**config.mk**
```make
export PLATFORM = sky130hd
export DESIGN_NAME = iged_back
export DESIGN_NICKNAME = d
export VERILOG_FILES = /design/src/hw/rtl/iged_pkg.sv /design/src/hw/rtl/iged_back.sv
export SDC_FILE = /design/constraint.sdc
export NUM_CORES = 1
export LEC_CHECK = 0
export ABC_AREA = 1
export BUFFER_PORTS_ARGS = -buffer_cell sky130_fd_sc_hd__clkbuf_2
export CAP_MARGIN = 25
export CORE_MARGIN = 5
export CORE_UTILIZATION = 30
export CTS_CLUSTER_SIZE = 20
export DETAILED_ROUTE_END_ITERATION = 8
export GPL_TIMING_DRIVEN = 0
export PLACE_DENSITY_LB_ADDON = 0.25
export SYNTH_ARGS = -nofsm -noshare
export SYNTH_HDL_FRONTEND = slang
export SYNTH_SLANG_ARGS = --single-unit
```
**constraint.sdc**
```tcl
create_clock -name clk -period 9.55 [get_ports clk]
set_clock_uncertainty 0.05 [all_clocks]
set_input_delay 1.91 -clock clk [delete_from_list [all_inputs] [get_ports clk]]
set_output_delay 1.91 -clock clk [all_outputs]
set_load 0.05 [all_outputs]
```
**src/hw/rtl/iged_pkg.sv**
```systemverilog
// shared constants, codes and types of the gradient edge detector
package iged_pkg;

  localparam int MAX_WIDTH  = 1024;
  localparam int MAX_HEIGHT = 1024;
  localparam int COL_W      = $clog2(MAX_WIDTH);
  localparam int ROW_W      = $clog2(MAX_HEIGHT);
  localparam int PIX_W      = 8;
  localparam int SIZE_W     = 11;
  localparam int IDX_W      = 3;
  localparam int FIFO_DEPTH = 4;
  localparam int FIFO_PTR_W = $clog2(FIFO_DEPTH);

  // register indexes on the config port
  localparam logic [IDX_W-1:0] REG_OP_MODE        = 3'd0;
  localparam logic [IDX_W-1:0] REG_BYPASS_ON      = 3'd1;
  localparam logic [IDX_W-1:0] REG_BORDER_RULE    = 3'd2;
  localparam logic [IDX_W-1:0] REG_EDGE_THRESHOLD = 3'd3;
  localparam logic [IDX_W-1:0] REG_IMAGE_WIDTH    = 3'd4;
  localparam logic [IDX_W-1:0] REG_IMAGE_HEIGHT   = 3'd5;

  // operating modes
  localparam logic [1:0] OP_HGRAD = 2'd0;
  localparam logic [1:0] OP_VGRAD = 2'd1;
  localparam logic [1:0] OP_L1    = 2'd2;
  localparam logic [1:0] OP_EDGE  = 2'd3;

  // border rule codes
  localparam logic BORDER_ZERO   = 1'b0;
  localparam logic BORDER_CENTRE = 1'b1;

  // result slot indexes inside one queue entry
  localparam logic [1:0] SLOT_ABOVE = 2'd0;
  localparam logic [1:0] SLOT_LEFT  = 2'd1;
  localparam logic [1:0] SLOT_END   = 2'd2;

  typedef struct packed {
    logic [1:0]        op_mode;
    logic              bypass_on;
    logic              border_rule;
    logic [PIX_W-1:0]  edge_threshold;
    logic [SIZE_W-1:0] image_width;
    logic [SIZE_W-1:0] image_height;
  } cfg_t;

  // one pending result: neighbours of the centre, or the raw pixel in bypass
  typedef struct packed {
    logic             byp;
    logic             last;
    logic [PIX_W-1:0] left;
    logic [PIX_W-1:0] right;
    logic [PIX_W-1:0] up;
    logic [PIX_W-1:0] down;
  } slot_t;

  typedef struct packed {
    logic [1:0]  last_idx;
    slot_t [2:0] slots;
  } entry_t;

endpackage

```
**src/hw/rtl/iged_back.sv**
```systemverilog
// back end: gradient arithmetic, mode select and output register
module iged_back (
  input  logic             clk,
  input  logic             rst,
  input  iged_pkg::cfg_t   cfg,
  input  iged_pkg::entry_t head,
  input  logic             head_valid,
  output logic             pop,
  output logic             m_tvalid,
  input  logic             m_tready,
  output logic [7:0]       m_tdata,   // [7:0] pixel_out
  output logic             m_tlast    // frame_end
);

  localparam int PW = iged_pkg::PIX_W;

  logic [1:0]       idx;
  iged_pkg::slot_t  cur;
  logic             load;
  logic [PW-1:0]    h, v, hm, vm, m, val;

  // central difference halved, truncated toward zero
  function automatic logic [PW-1:0] half_diff(input logic [PW-1:0] a, input logic [PW-1:0] b);
    logic signed [PW:0] d;
    logic signed [PW:0] q;
    d = $signed({1'b0, a}) - $signed({1'b0, b});
    q = (d + (d[PW] ? (PW+1)'(1) : (PW+1)'(0))) >>> 1;
    return q[PW-1:0];
  endfunction

  function automatic logic [PW-1:0] mag(input logic [PW-1:0] g);
    return g[PW-1] ? PW'(-g) : g;
  endfunction

  assign cur  = head.slots[idx];
  assign load = head_valid && (!m_tvalid || m_tready);
  assign pop  = load && (idx == head.last_idx);

  // result value of the slot at hand
  always_comb begin
    h  = half_diff(cur.right, cur.left);
    v  = half_diff(cur.down, cur.up);
    hm = mag(h);
    vm = mag(v);
    m  = hm + vm;
    unique case (cfg.op_mode)
      iged_pkg::OP_HGRAD: val = h;
      iged_pkg::OP_VGRAD: val = v;
      iged_pkg::OP_L1:    val = m;
      iged_pkg::OP_EDGE:  val = (m < cfg.edge_threshold) ? '0 : '1;
      default:            val = '0;
    endcase
    if (cur.byp) begin
      val = cur.left;
    end
  end

  // slot walk and output valid
  always_ff @(posedge clk) begin
    if (rst) begin
      idx      <= '0;
      m_tvalid <= 1'b0;
    end else begin
      if (load) begin
        m_tvalid <= 1'b1;
        idx      <= pop ? '0 : idx + 1'b1;
      end else if (m_tready) begin
        m_tvalid <= 1'b0;
      end
    end
  end

  // output word
  always_ff @(posedge clk) begin
    if (load) begin
      m_tdata <= val;
      m_tlast <= cur.last;
    end
  end

endmodule

```
==> flow_summary_export.csv <==
group,metric,value,unit
timing,fin_ws,1.527,ns
synth,synth_area,3458,µm²
clocking,ctsHtreeMaxLevel,1,
final_layout,drive_above_1_share,23.51,%
power,power_frac_clock,5.6,%
synth,yosysUniqueCellTypes,39,
clocking,cts-resized-gates,0,
final_layout,fin_nets,916,
timing,fmax,124.6,MHz
clocking,clockRootBuffer,"clkbuf_16",
worst_setup_path,cpMostUsedCell,"inv_1",
final_layout,fin_cells,879,
clocking,clockBufferDepth,2,
worst_setup_path,worstPathArrival,7.92,ns
outcome,outcome,"finished, final reports clean",
synth,synth.area.mux_share,0,%
timing,setup_tns,0,ns
synth,yosysMostFrequentCell,"nand2_1",
synth,synthCells,604,
power,combinationalPowerShare,88.8,%
final_layout,insertedDiodeCount,0,
final_layout,multi_input_area,2711,µm²
power,powerDensity,360.4,nW/µm²
route,num_vias,4295,
route,drtIter0Drc,165,
global_route,grt_pass1_vias,4305,
placed_design,port-buffer-count,128,
route,drt_wl_total,11700,µm
timing,fin_crit,8.023,ns
route,first_pass_iters,4,
synth,synthArstFlopShare,0,%
floorplanning,ioPinCount,153,
clocking,ctsHoldBuffers,0,
floorplanning,fp-row-count,39,
power,p_sw,908.4,µW
power,p_sw_share,57.73,%
timing,slew_headroom,61.90,%
global_route,grt_max_degree,12,
synth,ys_seq_area_share,9.551,%
placed_design,dp_hpwl,10420,µm
placed_design,dpl.cell_count,875,
global_route,track_usage,16.66,%
final_layout,regArea,330.3,µm²
timing,rsz0062_at_grt,"no",
clocking,cts_tree,"built",
synth,synth_edf_count,9,
floorplanning,die_x,117.4,µm
synth,synth_top_cell_area_share,16.50,%
worst_setup_path,crit_type,"in2reg",
worst_setup_path,max_stage_delay,0.47,ns
worst_setup_path,critPathRequiredTime,9.45,ns
timing,finalSetupViolCount,0,
worst_setup_path,cp_slowest_cell,"fa_1",
timing,hold_viol,0,
synth,netlist_top_cells_count,"nand2_1 (152), inv_1 (91), nor2_1 (71), o21ai_0 (59)",
synth,synth_area_leader_cell,"nand2_1",
synth,synth_compound_area_share,18.89,%
floorplanning,start_util,30.42,%
clocking,clk_pin_slew,0.05,ns
hold_path,hold_class,"reg2reg",
synth,synth_simple_gate_area_share,39.69,%
timing,drv_slew,0,
synth,synth_fa_ha_area_share,14.04,%
final_layout,fill_cells,1261,
route,antenna_left,0,
worst_setup_path,crit_fanout,7,
clocking,clk-insertion-delay-late,0.24,ns
floorplanning,core,11370,µm²
timing,fin_crit_sh,84.01,%
synth,synth_top_family_by_area,"simple AND/OR/NAND/NOR gates",
global_route,overflow,0,
placed_design,pre_cts_ws,1.282,ns
global_route,grt_first_pass_wirelength,19490,µm
synth,synth-xor-area-share,5.789,%
timing,tightest_slew,0.5655,ns
placed_design,routabilityCongestion,0.8964,
synth,synth.area.top_cells,"nand2_1 (16%), ha_1 (12%), inv_1 (9.9%), o21ai_0 (8.5%), edfxtp_1 (7.8%)",
route,wl_per_cell,13.32,µm
route,drc_errors,0,
synth,ys_warn_count,0,
flow_run,max_cap_violations,0,
synth,synth_top_flop_cell,"edfxtp_1",
synth,syn_nets,783,
worst_setup_path,start_kind,"input port",
global_route,antenna_found_initial,0,
power,p_int,665.2,µW
power,peakVddDrop,0.2147,mV
synth,syn_area_per_cell,5.726,µm²
synth,synth-seq-cells,12,
clocking,cts_made_buffers,3,
power,leakagePower,0.002448,µW
clocking,clock-sinks,12,
worst_setup_path,cp-end-kind,"flip-flop",
floorplanning,dieArea,13770,µm²
route,via_per_inst,4.886,
power,seq_power_share,5.6,%
final_layout,area_delta_synth_final,26.27,%
clocking,cts_setup_buffers,0,
floorplanning,die_y,117.4,µm
[sequential cells by signal (all words and copies together), names as in the netlist]
name      cells
m_tdata       8
m_tvalid      1
idx           2
m_tlast       1
[cells by family (layout without fill, tap and decap cells)]
logic type,after synthesis,after routing
and+or+nand+nor,311,311
AOI/OAI and AO/OA,111,111
buffers and inverters,111,243
adders and majority gates,37,37
xor gates and xnor gates,22,22
DFF,12,12
[per-layer routing]
metal / GRT usage [%] / vias to the layer above / share of wire [%] / routed length (µm)
li1: - / 2248 / - / -
met1: 19.76 / 1912 / 43 / 4979
met2: 31.12 / 116 / 51 / 5928
met4: 4.133 / 0 / 2.2 / 252
met5: 0 / - / 0 / 0
met3: 2.406 / 19 / 4.6 / 543
[layout make-up]
cell class,instances,area share (%)
Buffer,14,1.203
Clock buffer,4,2.034
Inverter,97,8.338
Multi-Input combinational cell,481,62.09
Sequential cell,12,7.564
Tap cell,143,4.097
Timing Repair Buffer,128,14.67
[power by group through the flow]
stage               registers (µW)  logic, µW  clock network, µW
finish                        88.0       1400               88.4
global route                  89.1       1610               93.7
CTS                           88.1       1410               90.1
detailed placement            88.3       1400                  0
global placement              88.6       1370                  0
floorplan                      134       1030                  0
[worst paths after layout]
path | from | end | slack (ns) | depth (start not counted)
max | head[8] | m_tdata[1] | 1.53 | 44
min | m_tvalid | m_tvalid | 0.44 | 2
max reg2reg | idx[0] | m_tdata[1] | 1.97 | 46
min reg2reg | m_tvalid | m_tvalid | 0.44 | 2
[critical path, delay by kind of cell]
family / cells / cell delay, ns
and+or+nand+nor: 22 / 2.32
AOI/OAI and AO/OA: 8 / 1.50
adders and majority gates: 5 / 1.47
buffers and inverters: 8 / 0.57
xor gates and xnor gates: 1 / 0.17
[placed cells by master, fill, tap and decap left out, types with 3 or more instances in the layout]
cell / instances
xnor2_1: 5
nor2_1: 71
xor2_1: 16
a221oi_1: 3
a21oi_1: 19
ha_1: 34
clkbuf_16: 3
a22oi_1: 4
nor3_1: 3
clkbuf_2: 128
o21ai_0: 59
inv_1: 91
dfxtp_1: 3
nand3_2: 3
nand3_1: 34
edfxtp_1: 9
nor2_2: 7
inv_2: 6
nand4_1: 15
nand2_1: 152
or2_2: 7
nand2_2: 14
a2bb2oi_1: 13
clkbuf_1: 13
fa_1: 3
[metrics by stage]
step                      hold WS (ns)  total power, µW  area [µm²]  utilization, %
after global placement          0.4213             1461        4278           37.63
after detailed placement        0.4378             1486        4278           37.63
after CTS                       0.4442             1590        4367           38.41
final                           0.4394             1574        4367           38.41
after floorplan                 0.6571             1162        3458               -
after global routing            0.4731             1798        4367           38.41
Note: power is estimated with default switching activity, not from simulation.
