$ cat config.mk
export PLATFORM = sky130hd
export DESIGN_NAME = iged_fifo
export DESIGN_NICKNAME = d
export VERILOG_FILES = /design/src/hw/rtl/iged_pkg.sv /design/src/hw/rtl/iged_fifo.sv
export SDC_FILE = /design/constraint.sdc
export NUM_CORES = 1
export LEC_CHECK = 0
export BUFFER_PORTS_ARGS = -buffer_cell sky130_fd_sc_hd__buf_4
export CAP_MARGIN = 20
export CORE_MARGIN = 3
export CORE_UTILIZATION = 40
export CTS_CLUSTER_DIAMETER = 60
export DETAILED_ROUTE_END_ITERATION = 6
export SETUP_SLACK_MARGIN = 0.3
export SLEW_MARGIN = 20
export SYNTH_ARGS = -nofsm -noshare
export SYNTH_HDL_FRONTEND = slang
export SYNTH_SLANG_ARGS = --single-unit
$ cat constraint.sdc
create_clock -name clk -period 7.9 [get_ports clk]
set_input_delay 1.185 -clock clk [delete_from_list [all_inputs] [get_ports clk]]
set_output_delay 1.185 -clock clk [all_outputs]
set_load 0.05 [all_outputs]
$ cat src/hw/rtl/iged_pkg.sv
// shared constants, codes and types of the gradient edge detector
package iged_pkg;

  localparam int MAX_WIDTH  = 1024;
  localparam int MAX_HEIGHT = 1024;
  localparam int COL_W      = $clog2(MAX_WIDTH);
  localparam int ROW_W      = $clog2(MAX_HEIGHT);
  localparam int PIX_W      = 8;
  localparam int SIZE_W     = 11;
  localparam int IDX_W      = 3;
  localparam int FIFO_DEPTH = 4;
  localparam int FIFO_PTR_W = $clog2(FIFO_DEPTH);

  // register indexes on the config port
  localparam logic [IDX_W-1:0] REG_OP_MODE        = 3'd0;
  localparam logic [IDX_W-1:0] REG_BYPASS_ON      = 3'd1;
  localparam logic [IDX_W-1:0] REG_BORDER_RULE    = 3'd2;
  localparam logic [IDX_W-1:0] REG_EDGE_THRESHOLD = 3'd3;
  localparam logic [IDX_W-1:0] REG_IMAGE_WIDTH    = 3'd4;
  localparam logic [IDX_W-1:0] REG_IMAGE_HEIGHT   = 3'd5;

  // operating modes
  localparam logic [1:0] OP_HGRAD = 2'd0;
  localparam logic [1:0] OP_VGRAD = 2'd1;
  localparam logic [1:0] OP_L1    = 2'd2;
  localparam logic [1:0] OP_EDGE  = 2'd3;

  // border rule codes
  localparam logic BORDER_ZERO   = 1'b0;
  localparam logic BORDER_CENTRE = 1'b1;

  // result slot indexes inside one queue entry
  localparam logic [1:0] SLOT_ABOVE = 2'd0;
  localparam logic [1:0] SLOT_LEFT  = 2'd1;
  localparam logic [1:0] SLOT_END   = 2'd2;

  typedef struct packed {
    logic [1:0]        op_mode;
    logic              bypass_on;
    logic              border_rule;
    logic [PIX_W-1:0]  edge_threshold;
    logic [SIZE_W-1:0] image_width;
    logic [SIZE_W-1:0] image_height;
  } cfg_t;

  // one pending result: neighbours of the centre, or the raw pixel in bypass
  typedef struct packed {
    logic             byp;
    logic             last;
    logic [PIX_W-1:0] left;
    logic [PIX_W-1:0] right;
    logic [PIX_W-1:0] up;
    logic [PIX_W-1:0] down;
  } slot_t;

  typedef struct packed {
    logic [1:0]  last_idx;
    slot_t [2:0] slots;
  } entry_t;

endpackage

$ cat src/hw/rtl/iged_fifo.sv
// short queue of result slot groups between front and back
module iged_fifo (
  input  logic             clk,
  input  logic             rst,
  input  logic             push,
  input  iged_pkg::entry_t push_data,
  output logic             full,
  input  logic             pop,
  output iged_pkg::entry_t head,
  output logic             head_valid
);

  localparam int PTRW = iged_pkg::FIFO_PTR_W;

  iged_pkg::entry_t store [iged_pkg::FIFO_DEPTH];
  logic [PTRW-1:0]  wr_ptr, rd_ptr;
  logic [PTRW:0]    count;

  assign full       = (count == (PTRW+1)'(iged_pkg::FIFO_DEPTH));
  assign head_valid = (count != '0);
  assign head       = store[rd_ptr];

  // entry storage
  always_ff @(posedge clk) begin
    if (push) begin
      store[wr_ptr] <= push_data;
    end
  end

  // pointers and fill level
  always_ff @(posedge clk) begin
    if (rst) begin
      wr_ptr <= '0;
      rd_ptr <= '0;
      count  <= '0;
    end else begin
      if (push) begin
        wr_ptr <= wr_ptr + 1'b1;
      end
      if (pop) begin
        rd_ptr <= rd_ptr + 1'b1;
      end
      if (push && !pop) begin
        count <= count + 1'b1;
      end else if (pop && !push) begin
        count <= count - 1'b1;
      end
    end
  end

endmodule

==> results of run 1 <==
[Yosys cell counts]
master	n
clkbuf_1	6
nor3b_1	1
xor2_1	3
buf_2	11
xnor2_1	2
or3_1	2
mux4_2	104
a21oi_1	1
ha_1	5
nand2_1	1
nor2_1	7
mux2i_1	2
and2_1	4
buf_6	1
dfxtp_1	9
o21ai_0	1
edfxtp_1	416
inv_1	4
buf_8	7
fa_1	1
[worst max-delay path by stage]
stage,slack [ps],startpoint,depth (start not counted),endpoint
detailed placement,4250,flip-flop,3,head[12]
finish,3790,flip-flop,3,head[71]
CTS,3640,flip-flop,3,head[12]
floorplan,3840,push,1,store[0][0]
global route,3600,flip-flop,3,head[87]
global placement,4270,flip-flop,3,head[12]
[area by class of cell]
cell class	count	share of cell area [%]
Clock buffer	54	6.34
Clock inverter	26	0.970
Inverter	4	0.0792
Multi-Input combinational cell	134	13.6
Sequential cell	425	66.9
Tap cell	511	3.37
Timing Repair Buffer	220	8.71
[layer usage]
layer	up-vias	GRT usage [%]	wire length (um)
li1	3011	-	-
met1	3577	19.1	12500
met2	211	23.7	14300
met3	49	4.30	2070
met4	2	4.40	609
met5	-	0	20
[state kept, by name, summed over array words and instances (netlist names), named ones only]
register	flops
wr_ptr	2
store	416
rd_ptr	2
count	3
[power groups by stage]
stage | clock network, mW | logic, mW | registers, mW
floorplan | 0 | 0.554 | 2.66
global placement | 0 | 0.794 | 2.67
detailed placement | 0 | 0.798 | 2.68
CTS | 2.03 | 0.799 | 2.63
global route | 2.12 | 0.825 | 2.64
finish | 1.96 | 0.782 | 2.63
[critical path, cell delays in order, from the launching register on]
cell and delay, ps:
dfxtp_4 750, buf_4 950, mux4_2 440, buf_4 210
[cells by family (layout without fill, tap and decap cells)]
logic type                 Yosys count  after routing
AOI/OAI and AO/OA                    2              2
xor gates and xnor gates             5              5
adders and majority gates            6              6
buffers and inverters               29            304
DFF                                425            425
muxes                              106            106
and+or+nand+nor                     15             15
[metrics by stage]
stage / util [%] / hold WS, ps / worst slack, ps / std cells / instance area, um2
2_1_floorplan: - / 461 / 3840 / 588 / 15500
3_3_place_gp: 46.4 / 479 / 4270 / 1294 / 17600
3_5_place_dp: 46.4 / 486 / 4250 / 1294 / 17600
4_1_cts: 50.1 / 502 / 3640 / 1374 / 19000
5_1_grt: 50.1 / 534 / 3600 / 1374 / 19000
6_report: 50.1 / 503 / 3790 / 1374 / 19000
==> results.toml, run 1 <==
[status]
status = "finished, final reports clean"

[floorplanning]
dieArea_um2 = 41000
ios = 214
num_rows = 71
initial_utilization_pct = 40.8
die_x_um = 203
die_y_um = 203
core_area_um2 = 37800

[drt]
drtAntennaViolNets = 0
finalWirelength_um = 29600
avgRoutedWirePerCell_um = 21.5
drtIter0Drc = 316
drt_pre_antenna_iters = 4
vias = 6850
drc = 0
vias_per_cell = 4.99

[logic_synthesis]
yosysWarnings = 0
synth_compound_area_share_pct = 0.0648
muxShareOfSynthArea_pct = 15.3
synth-simple-area-share_pct = 0.486
ys_seq_area_share_pct = 82.0
syn-mean-instance-area_um2 = 26.3
synthCells = 588
synth_fa_ha_area_share_pct = 0.534
synth_xor_area_share_pct = 0.283
synth_top_family_by_area = "multiplexers"
ys_ff_latch = 425
synthTopCellsByArea = "edfxtp_1 81%, mux4_2 15%, dfxtp_1 1.2%"
synth_top_area_cell = "edfxtp_1"
syn_area_um2 = 15500
synth.distinct_cells = 20
syn-num-nets = 702
synth_top_cell_area_share_pct = 80.8

[critical_path]
arrival_ps = 2930
r2r.worst_path.cells = 4
rr_startpoint = "wr_ptr[0]"
regToRegSetupSlack_ps = 5380
cp.required_ps = 6710
end_kind = "primary output"
crit-reg2reg-capture = "store[0][83]"
crit_fanout = 65
critPathLaunchType = "flip-flop"
critical_path_class = "flip-flop to primary output"

[timing]
period_minus_slack_ps = 4110
rsz0062_at_grt = "false"
slew_violations = 0
setup_tns_ps = 0
hold_viol = 0
finClkSkew_ps = 7.34
setup-violations-final = 0
fmax_mhz = 243
slew_headroom_pct = 29.0
tightest_slew_ps = 1070
post-route-period-util_pct = 52.1

[hold_path]
hp-class = "flip-flop to flip-flop"
hold_depth = 2
holdPathEnd = "count[2]"
holdCritStartpoint = "count[2]"

[power_and_ir_drop]
comb_power_share_pct = 14.6
sw_frac_of_total_pct = 25.3
seqPwrFrac_pct = 48.9
power.internal_mw = 4.01
power_frac_clock_pct = 36.6
ir_worst_vdd_uv = 209
power_mw = 5.37
power_density_nw_per_um2 = 283
power_leakage_nw = 6.33
power_switching_mw = 1.36

[cts]
clk_latency_ps = 550
clockRootBuffer = "clkbuf_16"
clock-sinks = 425
cts-buffers-inserted = 45
clk_pin_slew_ps = 60
hold_buffers = 0
clockBufferDepth = 3
cts-resized-gates = 0
cts_setup_buffers = 0
cts.htree.levels = 2
cts_tree = "built"

[layout]
antennaDiodeCount = 0
syn2layout_area_growth_pct = 22.7
final_common_cell = "edfxtp_1"
ff_latch_area_um2 = 12700
multi_input_comb_area_um2 = 2580
fin_nets = 944
drive_gt1_share_pct = 45.3
n_fill_cell = 3056
final_cell_mix = "416 x edfxtp_1, 220 x buf_4, 104 x mux4_2"

[placement]
dp_hpwl_um = 16800
gp_congestion = 0.677
io_buffers = 213

[global_routing]
overflow = 0
grt_pass1_wl_um = 45200
antenna_found_initial = 1
track_usage_pct = 14.5
grt_pass1_vias = 7516
grt_max_degree = 66

[flow_run]
cap_violations = 0
No activity file was read; power rests on OpenSTA's default activity.
==> run 2: changes to the inputs <==
ABC_AREA = 1   (was default)
clock period = 3.6 ns   (was 7.9 ns; I/O delays follow)
==> run 2 against run 1 <==
Critical path depth up 1. Clock power increased by 120%. Sequential share of layout area decreased by 1.8 points. Non-clock buffer count is 11 higher. Via count increased by 37%. Wire length up 21%. Largest cell class unchanged. Largest power group unchanged.
==> results.toml, run 2 <==
[global_routing]
track_usage_pct = 16.6
grt_max_degree = 209
grt_pass1_wl_um = 54100
grt_pass1_vias = 9477
overflow = 0
antenna_found_initial = 3

[critical_path]
end_kind = "primary output"
critical_path_class = "flip-flop to primary output"
critPathLaunchType = "flip-flop"
cp.required_ps = 3060
arrival_ps = 2450
crit_fanout = 208

[layout]
n_fill_cell = 3323
final_cell_mix = "416 x edfxtp_1, 223 x buf_4, 196 x nor2_1"
ff_latch_area_um2 = 12700
top_regs = "store x416, count x3"
fin_nets = 1388
largest_reg_flops = 416
antennaDiodeCount = 0
drive_gt1_share_pct = 25.7
largest_register = "store"
final_common_cell = "edfxtp_1"
final_cells = 1824
stdcell_area_um2 = 19500
multi_input_comb_area_um2 = 2860
syn2layout_area_growth_pct = 21.6

[logic_synthesis]
synthTopCellsByArea = "edfxtp_1 78%, o21ai_0 5.8%, nor2_1 4.6%"
synth-main-ff-cell = "edfxtp_1"
ys_seq_area_share_pct = 79.1
synth_edf_count = 416
syn_area_um2 = 16000
synth.most_common_cell = "edfxtp_1"
ys_ff_latch = 425
ys_async_sr_fraction_pct = 0
yosysWarnings = 0
synthCells = 1064
synth.distinct_cells = 25
syn-mean-instance-area_um2 = 15.1
synth_top_area_cell = "edfxtp_1"
syn-num-nets = 1178
synth_top_cell_area_share_pct = 78.0
netlist_top_cells_count = "416 x edfxtp_1, 196 x nor2_1, 186 x o21ai_0"

[placement]
dp_hpwl_um = 19700
io_buffers = 213
post-place-cells = 1746
place_area_um2 = 18100
gp_congestion = 0.709

[drt]
drc = 0
drtIter0Drc = 599
drt_pre_antenna_iters = 5
avgRoutedWirePerCell_um = 19.6
vias = 9379
drtAntennaViolNets = 0
vias_per_cell = 5.14
finalWirelength_um = 35700

[cts]
cts.htree.levels = 2
cts_tree = "built"
cts-resized-gates = 0
cts_setup_buffers = 0
clk_pin_slew_ps = 60
hold_buffers = 0
clockBufferDepth = 3
clock-sinks = 425
clk_latency_ps = 550
cts-buffers-inserted = 44
clockRootBuffer = "clkbuf_16"

[power_and_ir_drop]
ir_worst_vdd_uv = 434
power_leakage_nw = 6.76
sw_frac_of_total_pct = 25.6
power.internal_mw = 8.71
power_switching_mw = 3.00
power_density_nw_per_um2 = 601
seqPwrFrac_pct = 48.7
power_frac_clock_pct = 37.0
comb_power_share_pct = 14.2

[timing]
whs_ps = 160
slew_violations = 0
fmax_mhz = 334
setup_tns_ps = 0
tightest_slew_ps = 1010
hold_viol = 0
post-route-period-util_pct = 83.1
period_minus_slack_ps = 2990
setup-violations-final = 0
rsz0062_at_grt = "false"
finClkSkew_ps = 8.59
slew_headroom_pct = 32.7

[hold_path]
hp-class = "input port to flip-flop"

[floorplanning]
die_y_um = 206
initial_utilization_pct = 41.0
die_x_um = 206
dieArea_um2 = 42500
num_rows = 72
ios = 214
core_area_um2 = 39100

[status]
status = "finished, final reports clean"

[flow_run]
cap_violations = 0
-- run 2: stage by stage --
| stage | power, mW | utilization (%) | setup WS (ps) |
|---|---|---|---|
| floorplan | 6.91 | - | 547 |
| global placement | 7.48 | 46.3 | 1230 |
| detailed placement | 7.50 | 46.3 | 1190 |
| CTS | 11.9 | 49.8 | 580 |
| global route | 12.2 | 49.8 | 414 |
| finish | 11.7 | 49.8 | 608 |
-- run 2: power by group through the flow --
stage	Combinational, mW	Sequential (mW)	Clock, mW
floorplan	1.09	5.82	0
detailed placement	1.69	5.81	0
CTS	1.69	5.71	4.47
finish	1.67	5.71	4.34
global route	1.79	5.72	4.66
global placement	1.67	5.81	0
-- run 2: final cells by class --
| cell class | instances | share of cell area (%) |
|---|---|---|
| Clock buffer | 62 | 6.31 |
| Clock inverter | 16 | 0.796 |
| Inverter | 17 | 0.411 |
| Multi-Input combinational cell | 555 | 14.7 |
| Sequential cell | 425 | 65.1 |
| Tap cell | 518 | 3.33 |
| Timing Repair Buffer | 231 | 9.41 |
-- run 2: path summary, 6_finish.rpt --
kind,start,to,slack [ps],cells past startpoint
worst max-delay path,flip-flop,head[51],610,4
worst min-delay path,rst,count[0],160,2
worst max register to register,wr_ptr[1],store[1][103],1690,5
worst min register to register,rd_ptr[1],flip-flop,450,1
-- run 2: critical path, stage by stage (launching register included) --
cell and delay (ps):
dfxtp_4 380, buf_12 620, o21ai_0 210, o22ai_1 270, buf_4 250
-- run 2: logic make-up after synthesis --
family	after synthesis	synth area share [%]
DFF	425	79.1
adders and majority gates	6	0.516
AOI/OAI and AO/OA	320	11.6
xor gates and xnor gates	1	0.0547
and+or+nand+nor	228	5.67
buffers and inverters	84	3.05
-- run 2: per-layer routing --
| metal | global-route usage [%] | routed length [um] | vias up |
|---|---|---|---|
| li1 | - | - | 4432 |
| met1 | 21.7 | 15300 | 4639 |
| met2 | 27.0 | 17000 | 247 |
| met3 | 5.24 | 2680 | 55 |
| met4 | 4.68 | 715 | 6 |
| met5 | 0 | 36 | - |
==> run 3: changes to the inputs <==
clock period = 2.6 ns   (was 3.6 ns; I/O delays follow)
==> run 3 against run 2 <==
Non-clock buffer count up 133. Clock skew up 9.7 ps. Utilization up 6.5 points. Via count up 11%. Critical path depth up 1. Worst hold slack worse by 130 ps. Combinational power up 75%. Sequential share of layout area down 7.5 points. Sequential power up 39%. Critical endpoint is now head[50]. Power up 49%.
==> results.toml, run 3 (synthesized netlist as in run 2, its figures left out) <==
[timing]
rsz0062_at_grt = "true"
post-route-period-util_pct = 89.3
slew_violations = 0
fmax_mhz = 431
hold_viol = 0
whs_ps = 34.5
period_minus_slack_ps = 2320
worst_slack_ps = 277
tightest_slew_ps = 423
finClkSkew_ps = 18.3
slew_headroom_pct = 71.8
setup_tns_ps = 0
setup-violations-final = 0

[hold_path]
hold_depth = 1
holdPathEnd = "store[2][74]"
holdCritStartpoint = "push_data[74]"
hp-class = "input port to flip-flop"

[critical_path]
rr_startpoint = "wr_ptr[0]"
end_kind = "primary output"
r2r.worst_path.cells = 5
crit_fanout = 12
arrival_ps = 1930
regToRegSetupSlack_ps = 870
crit-reg2reg-capture = "store[2][57]"
critical_path_class = "flip-flop to primary output"
critPathLaunchType = "flip-flop"
cp.required_ps = 2210

[cts]
clock-sinks = 425
clk_latency_ps = 570
clockBufferDepth = 3
cts-buffers-inserted = 46
cts.htree.levels = 2
cts_tree = "built"
clockRootBuffer = "clkbuf_16"
clk_pin_slew_ps = 60

[layout]
final_cell_mix = "416 x edfxtp_1, 193 x buf_4, 182 x nor2_1"
fin_util_pct = 56.3
final_cells = 1966
final_common_cell = "edfxtp_1"
top_regs = "store x416, count x3"
syn2layout_area_growth_pct = 37.4
largest_register = "store"
stdcell_area_um2 = 22000
drive_gt1_share_pct = 30.4
multi_input_comb_area_um2 = 3030
fin_nets = 1525
ff_latch_area_um2 = 12700
n_fill_cell = 3104
largest_reg_flops = 416

[power_and_ir_drop]
power_leakage_nw = 7.82
ir_worst_vdd_uv = 609
power_mw = 17.5
power_density_nw_per_um2 = 793

[floorplanning]
ios = 214
die_x_um = 206
core_area_um2 = 39100
dieArea_um2 = 42500
die_y_um = 206
num_rows = 72
initial_utilization_pct = 41.0

[drt]
drtAntennaViolNets = 0
drt_pre_antenna_iters = 5
vias_per_cell = 5.29
vias = 10392
avgRoutedWirePerCell_um = 22.6
drc = 0
drtIter0Drc = 783
finalWirelength_um = 44500

[placement]
gp_congestion = 0.706
place_ws_ps = 563
place_area_um2 = 18200
io_buffers = 213
dp_hpwl_um = 19400
post-place-cells = 1745

[global_routing]
grt_pass1_wl_um = 63000
track_usage_pct = 19.9
grt_max_degree = 61
overflow = 0
antenna_found_initial = 2
grt_pass1_vias = 10386

[flow_run]
cap_violations = 0

[status]
status = "finished, final reports clean"
run 3: layout make-up:
| class | instances | area share [%] |
|---|---|---|
| Sequential cell | 425 | 57.6 |
| Timing Repair inverter | 2 | 0.125 |
| Clock buffer | 57 | 5.71 |
| Clock inverter | 26 | 1.30 |
| Tap cell | 518 | 2.94 |
| Inverter | 17 | 0.489 |
| Antenna cell | 2 | 0.0227 |
| Timing Repair Buffer | 364 | 18.1 |
| Multi-Input combinational cell | 555 | 13.7 |
run 3: worst max-delay path, stage by stage (launching register included):
cell,delay [ps]
dfxtp_4,390
buf_12,210
buf_16,170
o21ai_0,100
o22ai_1,230
buf_4,250
run 3: routing by layer:
metal	GRT usage, %	share of wire, %
met5	0	0
met4	5.24	2.2
met3	4.87	7.0
met2	32.1	47
met1	27.2	44
run 3: worst max-delay path by stage:
stage	slack, ps	start	endpoint
2_1_floorplan	80	wr_ptr[0]	store[0][0]
3_3_place_gp	550	flip-flop	head[7]
3_5_place_dp	560	flip-flop	head[7]
4_1_cts	220	flip-flop	head[50]
5_1_grt	180	flip-flop	head[97]
6_report	280	flip-flop	head[50]
run 3: timing repair:
item                                    CTS  global route
endpoints found under the hold margin   322             0
pin swaps                                15            24
gates cloned                             23             9
hold buffers                             85             0
resized for setup                        72            64
endpoints found under the setup margin  104           104
buffers inserted                         17             2
run 3: power breakdown:
| part | total, mW | internal, mW | switching [mW] |
|---|---|---|---|
| combinational | 2.93 | 1.05 | 1.89 |
| sequential | 7.91 | 7.83 | 0.0789 |
| clock | 6.62 | 4.02 | 2.60 |
| total | 17.5 | 12.9 | 4.57 |
